==> config.mk <==
export PLATFORM = sky130hd
export DESIGN_NAME = weighted_random_select_aging
export DESIGN_NICKNAME = d
export VERILOG_FILES = /design/src/rtl/wrsa_pkg.sv /design/src/rtl/wrsa_ram.sv /design/src/rtl/weighted_random_select_aging.sv
export SDC_FILE = /design/constraint.sdc
export NUM_CORES = 1
export LEC_CHECK = 0
export BUFFER_PORTS_ARGS = -buffer_cell sky130_fd_sc_hd__clkbuf_2
export CAP_MARGIN = 20
export CORE_MARGIN = 1.5
export CORE_UTILIZATION = 50
export CTS_BUF_LIST = sky130_fd_sc_hd__clkbuf_8 sky130_fd_sc_hd__clkbuf_16
export DETAILED_ROUTE_END_ITERATION = 12
export MAX_ROUTING_LAYER = met4
export PLACE_DENSITY = 0.7
export RECOVER_POWER = 100
export REMOVE_ABC_BUFFERS = 1
export SETUP_SLACK_MARGIN = 0.15
export SLEW_MARGIN = 30
export SYNTH_ARGS = -nofsm -noshare
export SYNTH_HDL_FRONTEND = slang
export SYNTH_SLANG_ARGS = --single-unit
==> constraint.sdc <==
create_clock -name clk -period 6.4 [get_ports clk]
set_input_delay 0.32 -clock clk [delete_from_list [all_inputs] [get_ports clk]]
set_output_delay 0.32 -clock clk [all_outputs]
set_load 0.01 [all_outputs]
==> src/rtl/wrsa_pkg.sv <==
// shared constants for the weighted random select with aging block
package wrsa_pkg;

	localparam int APB_ADDR_W = 3;
	localparam int APB_DATA_W = 32;
	localparam int RND_W      = 32;
	localparam int LOAD_W     = 16;
	localparam int EXT_IDX_W  = 4;
	localparam int CFG_W      = 5;

	localparam logic REG_ACTIVE_COUNT = 1'b0;

	localparam logic MODE_SELECT = 1'b0;
	localparam logic MODE_LOAD   = 1'b1;

endpackage

==> src/rtl/wrsa_ram.sv <==
// generic single write port ram with registered read
module wrsa_ram #(
	parameter int WIDTH = 16,
	parameter int DEPTH = 16
) (
	input  logic                     clk,
	input  logic                     we,
	input  logic [$clog2(DEPTH)-1:0] waddr,
	input  logic [WIDTH-1:0]         wdata,
	input  logic [$clog2(DEPTH)-1:0] raddr,
	output logic [WIDTH-1:0]         rdata
);

	logic [WIDTH-1:0] mem [DEPTH];

	always_ff @(posedge clk) begin
		if (we) begin
			mem[waddr] <= wdata;
		end
		rdata <= mem[raddr];
	end

endmodule

==> src/rtl/weighted_random_select_aging.sv <==
// Weighted random select with aging. A load item (mode 1) writes one entry weight.
// A select item (mode 0) picks one of the first active_count entries:
// entry 0 when only one is active, random_word mod active_count when all weights are
// zero, else the first entry whose running weight total exceeds random_word mod the
// weight sum; afterwards every active weight ages by one (saturating) and the winner's
// weight is cleared. A select is one pass over the weight ram to add the weights, a
// 32-step restoring divider that yields the remainder, one read-modify-write pass that
// finds the winner and ages the weights, then a state that presents the result item once
// the previous one is no longer stalled; in_stall is high until then. The single ram port
// pair and the one-bit-a-cycle divider set the length of a select. The weight ram needs
// no clearing pass; per-entry valid bits make unwritten weights read as zero.
module weighted_random_select_aging
	import wrsa_pkg::*;
#(
	parameter int NUM_ENTRIES = 16,
	parameter int WEIGHT_BITS = 16
) (
	input  logic                  clk,
	input  logic                  arst_n,
	input  logic                  in_valid,
	output logic                  in_stall,
	input  logic                  mode,
	input  logic [RND_W-1:0]      random_word,
	input  logic [EXT_IDX_W-1:0]  load_index,
	input  logic [LOAD_W-1:0]     load_weight,
	output logic                  out_valid,
	input  logic                  out_stall,
	output logic [EXT_IDX_W-1:0]  chosen_index,
	output logic                  was_uniform,
	input  logic                  psel,
	input  logic                  penable,
	input  logic                  pwrite,
	input  logic [APB_ADDR_W-1:0] paddr,
	input  logic [APB_DATA_W-1:0] pwdata,
	output logic [APB_DATA_W-1:0] prdata,
	output logic                  pready
);

	localparam int IDX_W = $clog2(NUM_ENTRIES);
	localparam int CNT_W = $clog2(NUM_ENTRIES + 1);
	localparam int SUM_W = WEIGHT_BITS + CNT_W;
	localparam int CMP_W = (CNT_W > CFG_W) ? CNT_W : CFG_W;
	localparam int LCMP_W = (CNT_W > EXT_IDX_W) ? CNT_W : EXT_IDX_W;
	localparam int BIT_W = $clog2(RND_W);
	localparam logic [WEIGHT_BITS-1:0] WMAX = {WEIGHT_BITS{1'b1}};

	typedef enum logic [2:0] {
		ST_IDLE,
		ST_SUM,
		ST_DIV,
		ST_UPD,
		ST_FIN
	} state_t;

	state_t                 state_q;
	logic [CFG_W-1:0]       active_count_q;
	logic [NUM_ENTRIES-1:0] valid_q;
	logic [CNT_W-1:0]       n_q;
	logic [CNT_W-1:0]       cnt_q;
	logic [BIT_W-1:0]       bit_q;
	logic [SUM_W-1:0]       acc_q;
	logic [SUM_W-1:0]       div_q;
	logic [SUM_W-1:0]       rem_q;
	logic [RND_W-1:0]       rnd_q;
	logic [IDX_W-1:0]       win_q;
	logic                   uniform_q;
	logic                   found_q;
	logic                   rvld_s1;
	logic                   out_valid_q;
	logic [EXT_IDX_W-1:0]   chosen_q;
	logic                   was_uniform_q;

	logic                   accept;
	logic                   cfg_wr;
	logic                   load_ok;
	logic [CNT_W-1:0]       n_eff;
	logic [IDX_W-1:0]       raddr;
	logic [IDX_W-1:0]       prev_idx;
	logic [WEIGHT_BITS-1:0] rdata;
	logic [WEIGHT_BITS-1:0] w_rd;
	logic [WEIGHT_BITS-1:0] w_aged;
	logic [SUM_W-1:0]       acc_sum;
	logic [SUM_W:0]         rem_sh;
	logic [SUM_W-1:0]       rem_next;
	logic                   hit;
	logic                   we;
	logic [IDX_W-1:0]       waddr;
	logic [WEIGHT_BITS-1:0] wdata;

	assign accept   = in_valid && !in_stall;
	assign in_stall = (state_q != ST_IDLE);
	assign cfg_wr   = psel && penable && pwrite && pready;
	assign pready   = 1'b1;
	assign prdata   = (paddr[2] == REG_ACTIVE_COUNT) ?
		{{(APB_DATA_W-CFG_W){1'b0}}, active_count_q} : '0;

	assign out_valid    = out_valid_q;
	assign chosen_index = chosen_q;
	assign was_uniform  = was_uniform_q;

	always_comb begin
		if (active_count_q == '0) begin
			n_eff = CNT_W'(1);
		end else if (CMP_W'(active_count_q) > CMP_W'(NUM_ENTRIES)) begin
			n_eff = CNT_W'(NUM_ENTRIES);
		end else begin
			n_eff = CNT_W'(active_count_q);
		end
	end

	assign load_ok = LCMP_W'(load_index) < LCMP_W'(NUM_ENTRIES);

	// shared datapath: accumulate, divide step, aging
	assign raddr    = cnt_q[IDX_W-1:0];
	assign prev_idx = IDX_W'(cnt_q - CNT_W'(1));
	assign w_rd     = rvld_s1 ? rdata : '0;
	assign acc_sum  = acc_q + SUM_W'(w_rd);
	assign w_aged   = (w_rd == WMAX) ? w_rd : w_rd + WEIGHT_BITS'(1);
	assign rem_sh   = {rem_q, rnd_q[RND_W-1]};
	assign rem_next = (rem_sh >= {1'b0, div_q}) ? SUM_W'(rem_sh - {1'b0, div_q})
		: rem_sh[SUM_W-1:0];
	assign hit      = !found_q && (uniform_q ? (prev_idx == IDX_W'(rem_q))
		: (rem_q < acc_sum));

	always_comb begin
		we    = 1'b0;
		waddr = prev_idx;
		wdata = hit ? '0 : w_aged;
		if (accept && mode == MODE_LOAD) begin
			we    = load_ok;
			waddr = IDX_W'(load_index);
			wdata = WEIGHT_BITS'(load_weight);
		end else if (accept && n_eff == CNT_W'(1)) begin
			we    = 1'b1;
			waddr = '0;
			wdata = '0;
		end else if (state_q == ST_UPD && cnt_q != '0) begin
			we = 1'b1;
		end
	end

	wrsa_ram #(
		.WIDTH(WEIGHT_BITS),
		.DEPTH(NUM_ENTRIES)
	) u_ram (
		.clk  (clk),
		.we   (we),
		.waddr(waddr),
		.wdata(wdata),
		.raddr(raddr),
		.rdata(rdata)
	);

	always_ff @(posedge clk or negedge arst_n) begin
		if (!arst_n) begin
			active_count_q <= CFG_W'(16);
		end else if (cfg_wr && paddr[2] == REG_ACTIVE_COUNT) begin
			active_count_q <= pwdata[CFG_W-1:0];
		end
	end

	always_ff @(posedge clk or negedge arst_n) begin
		if (!arst_n) begin
			valid_q <= '0;
			rvld_s1 <= 1'b0;
		end else begin
			if (we) begin
				valid_q[waddr] <= 1'b1;
			end
			rvld_s1 <= valid_q[raddr];
		end
	end

	always_ff @(posedge clk or negedge arst_n) begin
		if (!arst_n) begin
			state_q       <= ST_IDLE;
			out_valid_q   <= 1'b0;
			n_q           <= '0;
			cnt_q         <= '0;
			bit_q         <= '0;
			found_q       <= 1'b0;
			uniform_q     <= 1'b0;
			win_q         <= '0;
			acc_q         <= '0;
			div_q         <= '0;
			rem_q         <= '0;
			rnd_q         <= '0;
			chosen_q      <= '0;
			was_uniform_q <= 1'b0;
		end else begin
			if (out_valid_q && !out_stall && state_q != ST_FIN) begin
				out_valid_q <= 1'b0;
			end
			unique case (state_q)
				ST_IDLE: begin
					if (accept && mode == MODE_SELECT) begin
						n_q   <= n_eff;
						rnd_q <= random_word;
						cnt_q <= '0;
						acc_q <= '0;
						if (n_eff == CNT_W'(1)) begin
							win_q     <= '0;
							uniform_q <= 1'b0;
							state_q   <= ST_FIN;
						end else begin
							state_q <= ST_SUM;
						end
					end
				end
				ST_SUM: begin
					cnt_q <= cnt_q + CNT_W'(1);
					if (cnt_q != '0) begin
						acc_q <= acc_sum;
					end
					if (cnt_q == n_q) begin
						uniform_q <= (acc_sum == '0);
						div_q     <= (acc_sum == '0) ? SUM_W'(n_q) : acc_sum;
						rem_q     <= '0;
						bit_q     <= '0;
						state_q   <= ST_DIV;
					end
				end
				ST_DIV: begin
					rem_q <= rem_next;
					rnd_q <= rnd_q << 1;
					bit_q <= bit_q + BIT_W'(1);
					if (bit_q == BIT_W'(RND_W - 1)) begin
						cnt_q   <= '0;
						acc_q   <= '0;
						found_q <= 1'b0;
						state_q <= ST_UPD;
					end
				end
				ST_UPD: begin
					cnt_q <= cnt_q + CNT_W'(1);
					if (cnt_q != '0) begin
						acc_q <= acc_sum;
						if (hit) begin
							found_q <= 1'b1;
							win_q   <= prev_idx;
						end
					end
					if (cnt_q == n_q) begin
						state_q <= ST_FIN;
					end
				end
				ST_FIN: begin
					if (!out_valid_q || !out_stall) begin
						out_valid_q   <= 1'b1;
						chosen_q      <= EXT_IDX_W'(win_q);
						was_uniform_q <= uniform_q;
						state_q       <= ST_IDLE;
					end
				end
				default: begin
					state_q <= ST_IDLE;
				end
			endcase
		end
	end

	a_rem_below_div: assert property (@(posedge clk) disable iff (!arst_n)
		state_q == ST_DIV |-> rem_q < div_q)
		else $error("remainder not below divisor");

	a_winner_found: assert property (@(posedge clk) disable iff (!arst_n)
		state_q == ST_UPD && cnt_q == n_q |-> found_q || hit)
		else $error("walk ended without a winner");

	a_load_no_result: assert property (@(posedge clk) disable iff (!arst_n)
		accept && mode == MODE_LOAD && !out_valid_q |=> !out_valid_q)
		else $error("load item produced a result item");

	a_winner_in_range: assert property (@(posedge clk) disable iff (!arst_n)
		state_q == ST_FIN |-> CNT_W'(win_q) < n_q)
		else $error("winner outside active entries");

endmodule

=== Yosys cells after proc, flatten, opt, wreduce, memory -nomap -nowiden ===
Memory sizes are Yosys's and may differ from the RTL's. A register that Yosys moved wholly into a read port is not among the register bits.
Cells that the tools add are included.

* Memories kept: 1
* Word-level logic and storage cells: 150
* Register bits: 147
* Bits of input ports: 95
* Memory bits (writable): 256

{| class="wikitable"
|+ Memories
! name !! depth !! width !! read ports !! clocked after Yosys merged registers in !! write ports !! RTL line !! RTL
|-
| u_ram.mem || 16 || 16 || 1 || 1 || 1 || wrsa_ram.sv:14 || <nowiki>logic [WIDTH-1:0] mem [DEPTH];</nowiki>
|}

* Order comparisons: 6
* Bitwise gates (word level): 3
* Eq/ne operators: 19
* Mux-type cells: 58
* Reductions and logical operators: 40
* $add $sub $neg: 6

{| class="wikitable"
|+ Operator list
! operator !! number
|-
| 2-to-1 mux 21 bit || 6
|-
| 2-to-1 mux 16 bit || 5
|-
| one-hot mux 32 bit (2 select lines) || 1
|-
| one-hot mux 21 bit (3 select lines) || 1
|-
| one-hot mux 21 bit (2 select lines) || 1
|-
| 2-to-1 mux 32 bit || 1
|-
| 2-to-1 mux 5 bit || 6
|-
| 2-to-1 mux 4 bit || 6
|-
| greater-or-equal comparator 22 x 21 -> 1 bit || 1
|-
| adder 21 x 16 -> 21 bit || 1
|-
| zero test 21 bit || 1
|-
| less-than comparator 21 bit || 1
|-
| subtractor 21 bit || 1
|-
| 2-to-1 mux 3 bit || 6
|-
| 2-to-1 mux 1 bit || 17
|-
| adder 16 x 1 -> 16 bit (second input constant) || 1
|-
| equality test 16 bit (second input constant) || 1
|-
| bitwise OR 16 bit || 1
|-
| one-hot mux 3 bit (5 select lines) || 1
|-
| one-hot mux 5 bit (3 select lines) || 1
|-
| logical AND 1 bit || 12
|-
| inequality test 2 bit (second input constant) || 6
|-
| AND reduction 4 bit || 3
|-
| adder 5 x 1 -> 5 bit (second input constant) || 2
|-
| 30 further kinds || 49
|}

=== Logic depth before layout (Yosys ltp) ===
* Depth in word-level cells: 12
* Depth in mapped cells: 26
* Gate-level depth less buffers: 21

=== Modules after synthesis ===
A second synthesis with hierarchy kept.

* Cells, all modules: 1,664
* Area, all modules: 20,407.1 um^2

{| class="wikitable"
|+ By module, submodules not included
! module !! cells an instance !! instances !! area each (um^2) !! sequential area each (um^2)
|-
| weighted_random_select_aging || 1,232 || 1 || 10,364.9 || 3,679.8
|-
| wrsa_ram || 432 || 1 || 10,042.1 || 8,007.7
|}

=== Worst setup path after synthesis ===
Ideal clock, no wire load.

* Kind: flip-flop to flip-flop
* Start: reg rvld_s1
* End: mem u_ram.mem[0][3] (data pin)
* Slack: 0.946 ns
* Required time: 6.101 ns
* Setup time: 0.299 ns
* Arrival time: 5.156 ns
* Cell stages (with the launch flop): 25
* Period minus slack after synthesis: 5.454 ns
* Path buffers: 5
* Cells stage by stage: dfrtp_1 -> buf_6 -> buf_6 -> buf_2 -> clkbuf_1 -> and2_1 -> ha_1 -> a21o_1 -> a21o_1 -> maj3_1 -> a31oi_1 -> a211oi_2 -> o21a_1 -> or2_2 -> ha_1 -> a21oi_1 -> nand2b_1 -> a211oi_1 -> a211oi_1 -> a2111oi_0 -> a211oi_1 -> o2111ai_2 -> a21oi_2 -> buf_4 -> a32o_1

* Longest elaborated chain between the ends: 8
* Elaborated cells on any way between the ends: 11

{| class="wikitable"
|+ RTL lines
! item !! RTL line !! RTL
|-
| start, declared || weighted_random_select_aging.sv:68 || <nowiki>logic rvld_s1;</nowiki>
|-
| start signal, assigned || weighted_random_select_aging.sv:170 || <nowiki>rvld_s1 <= valid_q[raddr];</nowiki>
|-
| 2-to-1 mux 16 bit * || weighted_random_select_aging.sv:116 || <nowiki>assign w_rd = rvld_s1 ? rdata : '0;</nowiki>
|-
| adder 21 x 16 -> 21 bit || weighted_random_select_aging.sv:117 || <nowiki>assign acc_sum = acc_q + SUM_W'(w_rd);</nowiki>
|-
| less-than comparator 21 bit || weighted_random_select_aging.sv:123 || <nowiki>: (rem_q < acc_sum));</nowiki>
|-
| 2-to-1 mux 1 bit || weighted_random_select_aging.sv:122 || <nowiki>assign hit = !found_q && (uniform_q ? (prev_idx == IDX_W'(rem_q))</nowiki>
|-
| logical AND 1 bit || weighted_random_select_aging.sv:122 ||
|-
| 2-to-1 mux 16 bit * || weighted_random_select_aging.sv:128 || <nowiki>wdata = hit ? '0 : w_aged;</nowiki>
|-
| 2-to-1 mux 16 bit * || weighted_random_select_aging.sv:133 || <nowiki>end else if (accept && n_eff == CNT_W'(1)) begin</nowiki>
|-
| 2-to-1 mux 16 bit * || weighted_random_select_aging.sv:129 || <nowiki>if (accept && mode == MODE_LOAD) begin</nowiki>
|-
| named net u_ram.wdata[3] || wrsa_ram.sv:9 || <nowiki>input logic [WIDTH-1:0] wdata,</nowiki>
|-
| end, declared || wrsa_ram.sv:14 ||
|}

The timed path passes the listed nets; every way through them passes the cells marked *.

=== Worst setup path after layout ===
* Start: reg rvld_s1
* End: mem u_ram.mem[0][4] (data pin)

The elaborated chain is that of the path after synthesis.

==> run metrics <==
antenna-violating nets left=0; Core Area=39700 µm²; Clock Tree Root=clkbuf_16; Die Ht=204 µm; worst-path cell chain=and2_1 -> ha_1 -> a21o_1 -> a21o_1 -> maj3_1 -> a31oi_1 -> a211oi_1 -> o21a_1 -> or2_2 -> ha_1 -> a31oi_1 -> nand2_1 -> o21ai_0 -> a211oi_1 -> a2111oi_0 -> a211oi_1 -> o2111ai_1 -> a21oi_2 -> buf_12 -> a32o_1; largest fanout on the critical path=16; Switch Pwr=4.80 mW; critical path data required time=6.68 ns; Ports=135; commonest non-fill, non-tap cells in the layout=256 x edfxtp_1, 196 x nand2_1, 145 x dfrtp_1; CTS tree=done; setup violators final=0; top cell type by total area after synthesis=edfxtp_1; Pins Over Slew Limit=249; post-synthesis sequential area ratio=58.0%; share of power burned in combinational logic=43.4%; sequential power share=36.2%; TNS Setup=0 ns; final setup margin=0.367 ns; failing checks=max-capacitance violations, max-slew violations; RSZ-0062 raised after global routing=true; Final period util=94.3%; number of global-route vias before repair=13200; Max Fclk=166 MHz; Post-Syn Area=20200 µm²; startpoint types=flip-flop; initial antenna violation count=0; status=finished, violations left; PwrDens=549 nW/µm²; Die ar.=41500 µm²; drt first pass iters=5; Top delay family on crit path=compound AO/OA/AOI/OAI gates; Yosys Warn Count=0; final wirelength=46400 µm; max-cap viol count=5; H-Tree Depth=2; Avg Inst Size Synth=12.6 µm²; final count of hold timing violations=0; Layout Utilization=57.3%; Buf+Inv Stages, Crit Path=1; Leak Pwr=8.75 nW; internal reg-to-reg setup slack=0.37 ns; pre-CTS WS=0.541 ns; clock slew at reported path FFs=0.06 ns; Worst EP arrival=6.32 ns; post-synthesis async set-or-reset flop share=35.1%; pin count of the biggest net entering global routing=114; GPL Wtd Cong=0.847; share of cells above drive strength 1=18.7%; clock share of power=20.3%; DRC=0; per-cell routed wire length=20.6 µm; dpl hpwl=29300 µm; Slew headroom=-170%; total grt overflow=0; TritonCTS buffer count=44; number of diodes=0; kind of critical path=reg -> reg; via count=13100; synthesized flop and latch total=419; Starting Density=50.7%; port bufs=77; Die W=204 µm; top post-synthesis cells by area=edfxtp_1 38%, dfrtp_1 18%, mux4_2 9.5%, nand2_1 3.7%, ha_1 3.4%; Post-Syn Instances=1593; Worst VDD drop=0.385 mV; area grow syn2layout=13.0%; unique cell type count in the Yosys netlist=92; area share of the largest cell type after synthesis=38.1%; Nets=1845; Worst Setup End Kind=flip-flop; commonest non-fill, non-tap cell in the layout=edfxtp_1; measured slew at the worst slew-check pin=4.06 ns; worst hold path class=in -> reg; Total Routing Usage GR=23.6%; worst skew pair latency=0.57 ns; fin crit period=6.03 ns; Post-synth EDFFs=256; clock sinks=419; Post-CTS Setup Bufs=0; clk_skew=0.0251 ns; Power Internal=7.71 mW; fillers=3137; vias per std cell=5.79; switching share of power=38.4%; CP most frequent cell=a211oi_1; DRT iter0 DRCs=1138; clk buf depth=3; Std-Cell Rows=73; slowest stage delay, CP=0.58 ns; top_reg_cell synth=edfxtp_1; slowest CP cell=dfrtp_1; first-pass GRT wire length=73400 µm
## worst min-delay path: stages
cell and delay (ns):
clkbuf_2 0.08, nand2_1 0.05, a31oi_1 0.08
## path summary, 6_finish.rpt
| path | end | from | cells past startpoint |
|---|---|---|---|
| worst max-delay path | u_ram.mem[0][4] | rvld_s1 | 20 |
| worst min-delay path | rnd_q[2] | random_word[2] | 3 |
| worst max register to register | u_ram.mem[0][4] | rvld_s1 | 20 |
| worst min register to register | valid_q[14] | valid_q[14] | 1 |
| max in group asynchronous | rnd_q[27] | arst_n | 2 |
| min in group asynchronous | acc_q[5] | arst_n | 2 |
## sequential cells by signal, indices dropped and copies added, names as in the netlist
register,cells
u_ram.mem,256
rvld_s1,1
rnd_q,32
acc_q,21
div_q,21
active_count_q,5
was_uniform,1
n_q,5
state_q,3
valid_q,16
bit_q,5
rem_q,21
out_valid,1
found_q,1
win_q,4
chosen_index,4
u_ram.rdata,16
uniform_q,1
cnt_q,5
## cell usage after synthesis, types with 10 or more instances
cell type,count
o21ai_0,108
nand2_1,197
nor3_1,18
mux2i_1,11
a32o_1,17
and2_1,17
ha_1,54
mux2_2,10
or2_2,20
edfxtp_1,256
a21oi_1,35
mux4_2,85
o21a_1,10
a21o_1,14
nand4_1,12
a31oi_1,39
dfxtp_1,16
clkbuf_1,54
nor2_1,98
buf_1,10
buf_2,11
xor2_1,17
xnor2_1,47
inv_1,55
dfrtp_1,146
nand3_1,56
buf_4,31
## final cells by class
cell class	instances	area [µm²]	area share, %
Clock buffer	46	1130	4.96
Clock inverter	35	340	1.49
Inverter	56	210	0.923
Multi-Input combinational cell	1036	7850	34.5
Sequential cell	419	11700	51.3
Tap cell	525	657	2.89
Timing Repair Buffer	138	890	3.91
## what timing repair did
item,CTS,global route
endpoints found under the setup margin,0,240
hold buffers,29,0
endpoints found under the hold margin,101,0
resized for setup,0,8
## metrics by stage
stage	std cells	area, µm²	total power [mW]	hold slack [ns]
after floorplan	1511	19700	8.41	0.0244
after global placement	2144	21100	9.75	0.387
after detailed placement	2145	21100	9.97	0.395
after CTS	2255	22900	12.6	0.000685
after global routing	2255	22800	13.4	0.0106
final	2255	22800	12.5	0.0173
## cell families after synthesis
group | after synthesis | share of synthesized area, %
other | 2 | 0.0373
adder cells (fa/ha/maj) | 56 | 3.50
AND/OR/NAND/NOR | 473 | 10.8
flip-flops | 419 | 58.0
AO/OA/AOI/OAI | 306 | 10.2
buffers and inverters | 164 | 3.78
XOR/XNOR | 67 | 3.02
multiplexers | 106 | 10.6
## power groups by stage
stage          clock network [mW]  registers, mW  logic, mW
2_1_floorplan                   0           4.50       3.91
3_3_place_gp                    0           4.54       5.21
4_1_cts                      2.59           4.53       5.45
5_1_grt                      2.70           4.61       6.04
6_report                     2.54           4.53       5.43
3_5_place_dp                    0           4.57       5.40
## layer usage
metal	track usage, %	vias to the layer above	wire length, µm
met5	-	-	0
met4	7.46	0	1090
met3	3.48	74	2830
met2	38.3	370	23300
met1	30.6	6541	19200
li1	-	6082	-
No activity file was read; power rests on OpenSTA's default activity.
